### src/design/givm_pkg.sv
// Shared constants, command codes and inter-cell structs for the interval matcher.
package givm_pkg;

  localparam int unsigned MAX_INTERVALS_DEF = 64;
  localparam int unsigned MAX_EXONS_DEF     = 16;

  localparam int unsigned CMD_W   = 2;
  localparam int unsigned MODE_W  = 2;
  localparam int unsigned CHROM_W = 8;
  localparam int unsigned POS_W   = 31;
  localparam int unsigned RNG_W   = 32;
  localparam int unsigned IDX_W   = 6;
  localparam int unsigned VAR_W   = 32;

  localparam logic [CMD_W-1:0] CMD_CLEAR    = 2'd0;
  localparam logic [CMD_W-1:0] CMD_ADD_INT  = 2'd1;
  localparam logic [CMD_W-1:0] CMD_ADD_EXON = 2'd2;
  localparam logic [CMD_W-1:0] CMD_QUERY    = 2'd3;

  localparam logic [MODE_W-1:0] MODE_TX     = 2'd0;
  localparam logic [MODE_W-1:0] MODE_EXON   = 2'd1;
  localparam logic [MODE_W-1:0] MODE_CODING = 2'd2;

  // Query token walking down the cell chain; carries the hit still waiting to go out.
  typedef struct packed {
    logic               valid;
    logic [CHROM_W-1:0] chrom;
    logic [POS_W-1:0]   pos;
    logic [MODE_W-1:0]  mode;
    logic               pend_v;
    logic [IDX_W-1:0]   pend_idx;
  } tok_t;

  // Result beat request from a cell or the controller.
  typedef struct packed {
    logic             valid;
    logic             hit;
    logic [IDX_W-1:0] idx;
    logic             last;
  } emit_t;

  // Load broadcast to all cells.
  typedef struct packed {
    logic               add_int;
    logic               add_exon;
    logic [CHROM_W-1:0] chrom;
    logic [POS_W-1:0]   a;
    logic [POS_W-1:0]   b;
    logic [POS_W-1:0]   cs;
    logic [POS_W-1:0]   ce;
  } load_t;

endpackage

### src/design/givm_cell.sv
// One interval slot: stored ranges and exons, checks a passing query token.
module givm_cell #(
  parameter int unsigned MaxExons = givm_pkg::MAX_EXONS_DEF,
  parameter int unsigned CellIdx  = 0
) (
  input  logic            clk_i,
  input  logic            rst_ni,
  input  givm_pkg::load_t load_i,
  input  logic            sel_int_i,
  input  logic            sel_exon_i,
  input  givm_pkg::tok_t  tok_i,
  input  logic            tail_i,
  input  logic            out_free_i,
  output givm_pkg::tok_t  tok_o,
  output givm_pkg::emit_t emit_o,
  output logic            busy_o
);
  import givm_pkg::*;

  localparam int unsigned ExW = $clog2(MaxExons + 1);
  localparam int unsigned EiW = (MaxExons > 1) ? $clog2(MaxExons) : 1;

  localparam logic [1:0] ST_IDLE  = 2'd0;
  localparam logic [1:0] ST_RANGE = 2'd1;
  localparam logic [1:0] ST_SCAN  = 2'd2;
  localparam logic [1:0] ST_DONE  = 2'd3;

  logic [1:0]         state_q, state_d;
  tok_t               tok_q, tok_d;
  logic [EiW-1:0]     ex_q, ex_d;
  logic               res_hit_q, res_hit_d;

  logic [CHROM_W-1:0] chrom_q;
  logic [RNG_W-1:0]   tx_lo_q, tx_hi_q, cd_lo_q, cd_hi_q;
  logic [ExW-1:0]     ecnt_q;
  logic [RNG_W-1:0]   ex_start_q [MaxExons];
  logic [POS_W-1:0]   ex_size_q  [MaxExons];

  logic               coding, need_ex, rng_ok, ex_hit, ex_last;
  logic [RNG_W-1:0]   lo, hi, pos32;
  logic [RNG_W:0]     ex_end;

  // slot payload
  always_ff @(posedge clk_i) begin
    if (load_i.add_int && sel_int_i) begin
      chrom_q <= load_i.chrom;
      tx_lo_q <= {1'b0, load_i.a} + 32'd1;
      tx_hi_q <= {1'b0, load_i.b} + 32'd1;
      cd_lo_q <= {1'b0, load_i.cs} + 32'd1;
      cd_hi_q <= {1'b0, load_i.ce} + 32'd1;
      ecnt_q  <= '0;
    end else if (load_i.add_exon && sel_exon_i && (ecnt_q < ExW'(MaxExons))) begin
      ex_start_q[ecnt_q[EiW-1:0]] <= tx_lo_q + {1'b0, load_i.a};
      ex_size_q[ecnt_q[EiW-1:0]]  <= load_i.b;
      ecnt_q <= ecnt_q + ExW'(1);
    end
  end

  always_comb begin
    coding  = (tok_q.mode == MODE_CODING);
    need_ex = (tok_q.mode == MODE_EXON) || coding;
    lo      = coding ? cd_lo_q : tx_lo_q;
    hi      = coding ? cd_hi_q : tx_hi_q;
    pos32   = {1'b0, tok_q.pos};
    rng_ok  = (chrom_q == tok_q.chrom) && !(coding && (cd_hi_q <= cd_lo_q)) &&
              (pos32 >= lo) && (pos32 <= hi);
    ex_end  = {1'b0, ex_start_q[ex_q]} + {2'b0, ex_size_q[ex_q]};
    ex_hit  = (pos32 >= ex_start_q[ex_q]) && ({1'b0, pos32} <= ex_end);
    ex_last = ((ExW'(ex_q) + ExW'(1)) == ecnt_q);
  end

  always_comb begin
    state_d   = state_q;
    tok_d     = tok_q;
    ex_d      = ex_q;
    res_hit_d = res_hit_q;
    tok_o     = tok_q;
    tok_o.valid = 1'b0;
    emit_o    = '0;
    unique case (state_q)
      ST_IDLE: begin
        if (tok_i.valid) begin
          tok_d   = tok_i;
          state_d = ST_RANGE;
        end
      end
      ST_RANGE: begin
        ex_d = '0;
        if (!rng_ok) begin
          res_hit_d = 1'b0;
          state_d   = ST_DONE;
        end else if (!need_ex) begin
          res_hit_d = 1'b1;
          state_d   = ST_DONE;
        end else if (ecnt_q == '0) begin
          res_hit_d = 1'b0;
          state_d   = ST_DONE;
        end else begin
          state_d = ST_SCAN;
        end
      end
      ST_SCAN: begin
        if (ex_hit) begin
          res_hit_d = 1'b1;
          state_d   = ST_DONE;
        end else if (ex_last) begin
          res_hit_d = 1'b0;
          state_d   = ST_DONE;
        end else begin
          ex_d = ex_q + EiW'(1);
        end
      end
      ST_DONE: begin
        if (res_hit_q && tok_q.pend_v) begin
          // older hit goes out now, this one becomes pending
          emit_o = '{valid: 1'b1, hit: 1'b1, idx: tok_q.pend_idx, last: 1'b0};
          if (out_free_i) begin
            tok_d.pend_idx = IDX_W'(CellIdx);
            res_hit_d      = 1'b0;
          end
        end else if (res_hit_q) begin
          tok_d.pend_v   = 1'b1;
          tok_d.pend_idx = IDX_W'(CellIdx);
          res_hit_d      = 1'b0;
        end else if (tail_i) begin
          emit_o = '{valid: 1'b1, hit: tok_q.pend_v,
                     idx: (tok_q.pend_v ? tok_q.pend_idx : '0), last: 1'b1};
          if (out_free_i) state_d = ST_IDLE;
        end else begin
          tok_o.valid = 1'b1;
          state_d     = ST_IDLE;
        end
      end
      default: state_d = ST_IDLE;
    endcase
  end

  always_ff @(posedge clk_i or negedge rst_ni) begin
    if (!rst_ni) begin
      state_q <= ST_IDLE;
    end else begin
      state_q <= state_d;
    end
  end

  always_ff @(posedge clk_i) begin
    tok_q     <= tok_d;
    ex_q      <= ex_d;
    res_hit_q <= res_hit_d;
  end

  assign busy_o = (state_q != ST_IDLE);

endmodule

### config.mk
export PLATFORM = sky130hd
export DESIGN_NAME = givm_cell
export DESIGN_NICKNAME = d
export VERILOG_FILES = /design/src/design/givm_pkg.sv /design/src/design/givm_cell.sv
export SDC_FILE = /design/constraint.sdc
export NUM_CORES = 1
export LEC_CHECK = 0
export ABC_AREA = 1
export BUFFER_PORTS_ARGS = -buffer_cell sky130_fd_sc_hd__buf_4
export CAP_MARGIN = 10
export CORE_ASPECT_RATIO = 1.5
export CORE_UTILIZATION = 39
export DETAILED_ROUTE_END_ITERATION = 7
export PLACE_DENSITY_LB_ADDON = 0.08
export SLEW_MARGIN = 40
export SYNTH_ARGS = -nofsm -noshare
export SYNTH_HDL_FRONTEND = slang
export SYNTH_SLANG_ARGS = --single-unit
### constraint.sdc
create_clock -name clk_i -period 14.7 [get_ports clk_i]
set_clock_uncertainty 0.1 [all_clocks]
set_input_delay 3.675 -clock clk_i [delete_from_list [all_inputs] [get_ports clk_i]]
set_output_delay 3.675 -clock clk_i [all_outputs]
set_load 0.01 [all_outputs]
* Word-level counts from Yosys, hierarchy flattened
Memories as Yosys holds them, arrays and structs flattened. A register that Yosys moved wholly into a read port is not among the register bits.
Index checks and enable logic that the tools add are counted.
W data, S select, Z words.
** Word-level totals
- Bits in registers :: 196
- Memories :: 2
- Bits in writable memories :: 1008
** Memory list
- ex_start_q :: depth 16, bits a word 32, read ports 1, clocked after memory_dff 1, write ports 1, line givm_cell.sv:36 : logic [RNG_W-1:0] ex_start_q [MaxExons];
- ex_size_q :: depth 16, bits a word 31, read ports 1, clocked after memory_dff 1, write ports 1, line givm_cell.sv:37 : logic [POS_W-1:0] ex_size_q [MaxExons];
** Cells by class
- Add/sub/neg operators :: 9
- Reduce and logical (&&, ||, !) cells :: 23
- Multiplexer cells :: 44
- Order comparisons :: 6
- Equal/unequal tests :: 18
** Operators by type and width (count)
- $add A31 B1 Y32 const B :: 4
- $ge A31 B32 Y1 :: 2
- $mux W32 :: 2
- $mux W9 :: 4
- $add A32 B31 Y33 :: 1
- $le A31 B33 Y1 :: 1
- $add A32 B31 Y32 :: 1
- $le A31 B32 Y1 :: 1
- $le A32 B32 Y1 :: 1
- $mux W1 :: 18
- $mux W6 :: 3
- $mux W4 :: 4
- $mux W2 :: 7
- $mux W7 :: 2
- $pmux W7 S2 :: 1
- $ne A2 B2 Y1 const B :: 6
- $ne A3 B3 Y1 const B :: 4
- $reduce_and A4 Y1 :: 3
- $logic_and A1 B1 Y1 :: 9
- $eq A8 B8 Y1 :: 1
- $pmux W2 S4 :: 1
- $pmux W4 S2 :: 1
- $eq A2 B2 Y1 const B :: 3
- $reduce_bool A2 Y1 :: 3
- 16 further kinds :: 17

* Longest topological paths before layout
- Depth after elaboration :: 8
- Mapped depth :: 38

* Worst setup path before layout
No wires, ideal clock.
- Kind :: input port to flip-flop
- Start :: input port load_i[133] in the netlist's numbering
- End :: memory ex_size_q[12][0], enable pin
- Stages :: 5
- Setup slack :: 5.480 ns
- Path buffers :: 0
- Arrival time :: 8.635 ns
- Cells stage by stage :: nand2_1 -> inv_1 -> nor2_1 -> nand2_1 -> nor2_1
** Between the ends
- Cells in the longest elaborated chain, start to end :: 3
** RTL lines
- from (decl) :: line givm_cell.sv:8 : input givm_pkg::load_t load_i,
- $logic_and A1 B1 Y1 :: line givm_cell.sv:45 : if (load_i.add_int && sel_int_i) begin
- $mux W1 :: line givm_cell.sv:45
- $mux W1 (not written as such) :: line givm_cell.sv:54 : ex_size_q[ecnt_q[EiW-1:0]] <= load_i.b;
- to (decl) :: line givm_cell.sv:37
No other way between the ends.

==> impl_metrics.prom <==
# TYPE chip_impl_metric gauge
chip_impl_info{name="outcome",value="finished clean"} 1
chip_impl_metric{name="post_cts_buffers",unit=""} 0
chip_impl_metric{name="area_enclosed_by_the_die_boundary",unit="sq um"} 147000
chip_impl_info{name="slowest_stage",value="buf_4"} 1
chip_impl_metric{name="worst_tran_pin_value",unit="ps"} 880
chip_impl_metric{name="final_nets",unit=""} 5289
chip_impl_metric{name="first_pass_iters",unit=""} 5
chip_impl_metric{name="finalWorstPathRequiredPeriod",unit="ps"} 8060
chip_impl_metric{name="cellInternalPower",unit="W"} 0.00739
chip_impl_metric{name="rows",unit=""} 170
chip_impl_metric{name="netlist.area_leader.share",unit="%"} 63.6
chip_impl_metric{name="max_cap_viol_count",unit=""} 0
chip_impl_metric{name="ctsHtreeMaxLevel",unit=""} 3
chip_impl_metric{name="setup_viol_count_final",unit=""} 0
chip_impl_metric{name="post_dp_cell_area",unit="sq um"} 61100
chip_impl_info{name="synth_top_area_cells",value="edfxtp_1 (64%), ha_1 (5.2%), mux2i_1 (4.9%)"} 1
chip_impl_metric{name="leakage_power",unit="nW"} 23.8
chip_impl_metric{name="fp.coreArea",unit="sq um"} 144000
chip_impl_info{name="synth_top_cell_by_area",value="edfxtp_1"} 1
chip_impl_metric{name="postRouteAntennaNets",unit=""} 0
chip_impl_metric{name="top_level_ports",unit=""} 248
chip_impl_metric{name="place_congestion",unit=""} 0.885
chip_impl_metric{name="swShare",unit="%"} 39.7
chip_impl_metric{name="finalCritPeriodShare",unit="%"} 54.8
chip_impl_metric{name="die-height",unit="um"} 468
chip_impl_metric{name="totalWireLength",unit="mm"} 169
chip_impl_metric{name="synth_area",unit="sq um"} 56500
chip_impl_metric{name="dr.first_iter.drc_count",unit=""} 2505
chip_impl_metric{name="wl_per_cell",unit="um"} 24.7
chip_impl_metric{name="place.detailed.instances",unit=""} 6635
chip_impl_metric{name="routed-via-count",unit=""} 36700
chip_impl_metric{name="average_via_count_per_standard_cell",unit=""} 5.36
chip_impl_metric{name="power.net_switching",unit="W"} 0.00487
chip_impl_metric{name="detail_route.drc_violations",unit=""} 0
chip_impl_metric{name="finish.utilization",unit="%"} 45.1
chip_impl_metric{name="grtUsageTotal",unit="%"} 22.9
chip_impl_metric{name="fmax",unit="MHz"} 124
chip_impl_metric{name="first_global_vias",unit=""} 37100
chip_impl_metric{name="total_clock_buffers_created_by_cts",unit=""} 117
chip_impl_info{name="cp_top_family",value="buffers and inverters"} 1
chip_impl_metric{name="cp_data_arrival_time",unit="ps"} 4290
chip_impl_info{name="tritoncts_clock_tree",value="done"} 1
chip_impl_metric{name="cts_hold_buffers",unit=""} 0
chip_impl_info{name="critical_path.startpoint_type",value="input pin"} 1
chip_impl_metric{name="final-hold-violation-count",unit=""} 0
chip_impl_metric{name="powerDensity",unit="nW/um^2"} 189
chip_impl_metric{name="grt_start_max_net_pins",unit=""} 178
chip_impl_info{name="synthFlopType",value="edfxtp_1"} 1
chip_impl_metric{name="overflow",unit=""} 0
chip_impl_metric{name="clockBufferDepth",unit=""} 3
chip_impl_metric{name="dp_hpwl",unit="mm"} 107
chip_impl_metric{name="grt_pass1_wl",unit="mm"} 244
chip_impl_metric{name="synth-async-reset-ratio",unit="%"} 0.166
chip_impl_info{name="unrepaired_setup_endpoints_after_global_routing",value="no"} 1
chip_impl_metric{name="synthDistinctLibCells",unit=""} 50
chip_impl_info{name="path_common_cell",value="nor2_1"} 1
chip_impl_info{name="critical_path_class",value="input pin to output pin"} 1
chip_impl_metric{name="area_growth",unit="%"} 14.6
chip_impl_metric{name="power.share.sequential",unit="%"} 33.9
chip_impl_metric{name="syn-instance-count",unit=""} 4612
chip_impl_info{name="holdCritPathClass",value="flop to flop"} 1
chip_impl_metric{name="final_design_area_no_fill",unit="sq um"} 64800
chip_impl_metric{name="timing.max_slew.rel_slack",unit="%"} 40.8
chip_impl_metric{name="share_clk_of_total_power",unit="%"} 24.0
chip_impl_metric{name="cts.reportedPaths.clkPinSlew",unit="ps"} 60
chip_impl_metric{name="ys_seq_area_share",unit="%"} 64.0
chip_impl_metric{name="clock_sinks",unit=""} 1208
chip_impl_metric{name="synth-seq-cells",unit=""} 1208
chip_impl_metric{name="synth.yosys.warnings",unit=""} 0
chip_impl_metric{name="final_instance_count_without_filler_cells",unit=""} 6848
chip_impl_metric{name="timing_max_transition_violations_final",unit=""} 0
chip_impl_metric{name="synth_edf_count",unit=""} 1197
chip_impl_metric{name="mean_instance_size_in_the_synthesized_netlist",unit="sq um"} 12.3
chip_impl_info{name="root_buffer",value="clkbuf_16"} 1
chip_impl_metric{name="critical_path_buffer_and_inverter_count",unit=""} 3
chip_impl_metric{name="synth.net_count",unit=""} 5036
chip_impl_metric{name="timing.critical_path.required",unit="ps"} 10930
chip_impl_metric{name="critPathMaxStageDelay",unit="ps"} 140
chip_impl_metric{name="antenna_found_initial",unit=""} 12
chip_impl_metric{name="totalNegativeSetupSlack",unit="ps"} 0
chip_impl_metric{name="floorplan.die.width",unit="um"} 313
chip_impl_metric{name="post_route_cells_drive_above_1_share",unit="%"} 11.4
chip_impl_metric{name="clk_latency",unit="ps"} 780
chip_impl_info{name="critical_path.cell_chain",value="buf_4 > nor2_1 > nor2_1 > inv_1 > nor2_1 > buf_4"} 1
chip_impl_metric{name="cts_resized",unit=""} 0
chip_impl_metric{name="hold_ws",unit="ps"} 432
chip_impl_metric{name="pwr-share-comb",unit="%"} 42.1
chip_impl_metric{name="start_util",unit="%"} 39.4
chip_impl_info{name="critical_path.endpoint_type",value="output pin"} 1
chip_impl_metric{name="vdd_ir_drop_max",unit="V"} 0.000108
chip_impl_metric{name="io_buffers",unit=""} 247
chip_impl_metric{name="crit_fanout",unit=""} 6
-- cell usage in the layout, fill, tap and decap left out, types with 8 or more instances in the layout --
| cell | netlist | layout |
|---|---|---|
| a21oi_1 | 393 | 393 |
| o21ai_1 | 17 | 17 |
| edfxtp_1 | 1197 | 1197 |
| clkbuf_1 | 140 | 24 |
| buf_4 | 0 | 309 |
| o211ai_1 | 253 | 253 |
| diode_2 | 0 | 9 |
| nor4_1 | 8 | 8 |
| nor3_1 | 41 | 32 |
| nor3_2 | 1 | 10 |
| nor2_1 | 172 | 164 |
| o21a_1 | 14 | 14 |
| o21ai_0 | 401 | 401 |
| mux2i_1 | 278 | 278 |
| nand3_1 | 134 | 134 |
| nand2_1 | 431 | 431 |
| xnor2_1 | 51 | 48 |
| clkbuf_16 | 0 | 117 |
| nand4_1 | 42 | 42 |
| inv_2 | 14 | 12 |
| o21bai_1 | 12 | 12 |
| xor2_1 | 122 | 112 |
| bufinv_16 | 0 | 9 |
| inv_1 | 508 | 505 |
| nor2_4 | 6 | 14 |
| xor2_4 | 0 | 8 |
| ha_1 | 233 | 232 |
| a31oi_1 | 11 | 11 |
| clkinv_2 | 0 | 13 |
| clkinv_1 | 0 | 28 |
| buf_6 | 0 | 8 |
| nand3_2 | 9 | 9 |
-- sequential cells by signal (all words and copies together), names as in the netlist, named ones only --
| signal | count |
|---|---|
| tx_hi_q | 32 |
| chrom_q | 8 |
| state_q | 2 |
| res_hit_q | 1 |
| ecnt_q | 5 |
| ex_size_q | 496 |
| cd_lo_q | 32 |
| tok_o | 48 |
| ex_start_q | 512 |
| ex_q | 4 |
| tx_lo_q | 32 |
| cd_hi_q | 32 |
-- stage by stage --
step                      setup WS [ps]  total power, W
after floorplan                    5480         0.00761
after global placement             6620         0.00935
after detailed placement           6640         0.00939
after CTS                          6640          0.0124
after global routing               6550          0.0131
final                              6640          0.0123
-- power by group through the flow --
stage,Clock [W],Combinational [W],Sequential (W)
after detailed placement,0,0.00516,0.00423
after floorplan,0,0.00347,0.00414
after global routing,0.00313,0.00576,0.00417
after CTS,0.00302,0.00519,0.00416
final,0.00295,0.00516,0.00415
after global placement,0,0.00510,0.00425
-- worst register-to-register path, delay by kind of cell (launching register included) --
family	cells	cell delay, ps
buffers and inverters	3	1470
muxes	1	270
AOI/OAI and AO/OA	12	2520
and+or+nand+nor	13	1320
DFF	1	610
adders and majority gates	3	950
-- synth_stat cells (17+ instances only) --
library cell	number
a21oi_1	393
edfxtp_1	1197
nor2_1	172
nor3_1	41
buf_2	38
nand3_1	134
inv_1	508
o21ai_0	401
xor2_1	122
nand2_1	431
o21ai_1	17
nand4_1	42
xnor2_1	51
o211ai_1	253
clkbuf_1	140
ha_1	233
mux2i_1	278
-- worst paths after layout --
| kind | startpoint | endpoint | slack [ps] | cells after the start |
|---|---|---|---|---|
| min | ex_q[1]$_DFFE_PP_ | flop | 430 | 2 |
| max in group asynchronous | rst_ni | state_q[1]$_DFFE_PN0P_ | 11850 | 1 |
| max reg2reg | flop | res_hit_q$_DFFE_PP_ | 7220 | 32 |
| min reg2reg | ex_q[1]$_DFFE_PP_ | flop | 430 | 2 |
| min in group asynchronous | rst_ni | state_q[0]$_DFFE_PN0P_ | 2560 | 1 |
| max | tail_i | emit_o[3] | 6640 | 6 |
-- layout make-up --
class,instances,area (sq um)
timing repair buffer,326,2610
inverter,522,1980
clock inverter,60,614
sequential,1208,36200
antenna,9,22.5
multi-input combinational,2690,18000
tap,1892,2370
clock buffer,141,3020
fill,13200,78800
-- logic make-up (layout without fill, tap and decap cells) --
logic type / after synthesis / after routing / share of synthesized area (%)
DFF: 1208 / 1208 / 64.0
AOI/OAI and AO/OA: 1132 / 1132 / 11.4
and+or+nand+nor: 872 / 872 / 6.94
buffers and inverters: 714 / 1049 / 4.82
muxes: 278 / 278 / 4.92
adders and majority gates: 235 / 235 / 5.23
xor gates and xnor gates: 173 / 173 / 2.68
other: 0 / 9 / 0
-- layer usage --
| metal | wire (um) | share of wire [%] | up-vias | global-route usage, % |
|---|---|---|---|---|
| li1 | - | - | 17300 | - |
| met1 | 68900 | 41 | 18300 | 27.8 |
| met2 | 87500 | 52 | 870 | 41.4 |
| met3 | 7420 | 4.4 | 237 | 2.94 |
| met4 | 5370 | 3.2 | 0 | 8.11 |
| met5 | 0 | 0 | - | 0 |
No activity file was read; power rests on OpenSTA's default activity.
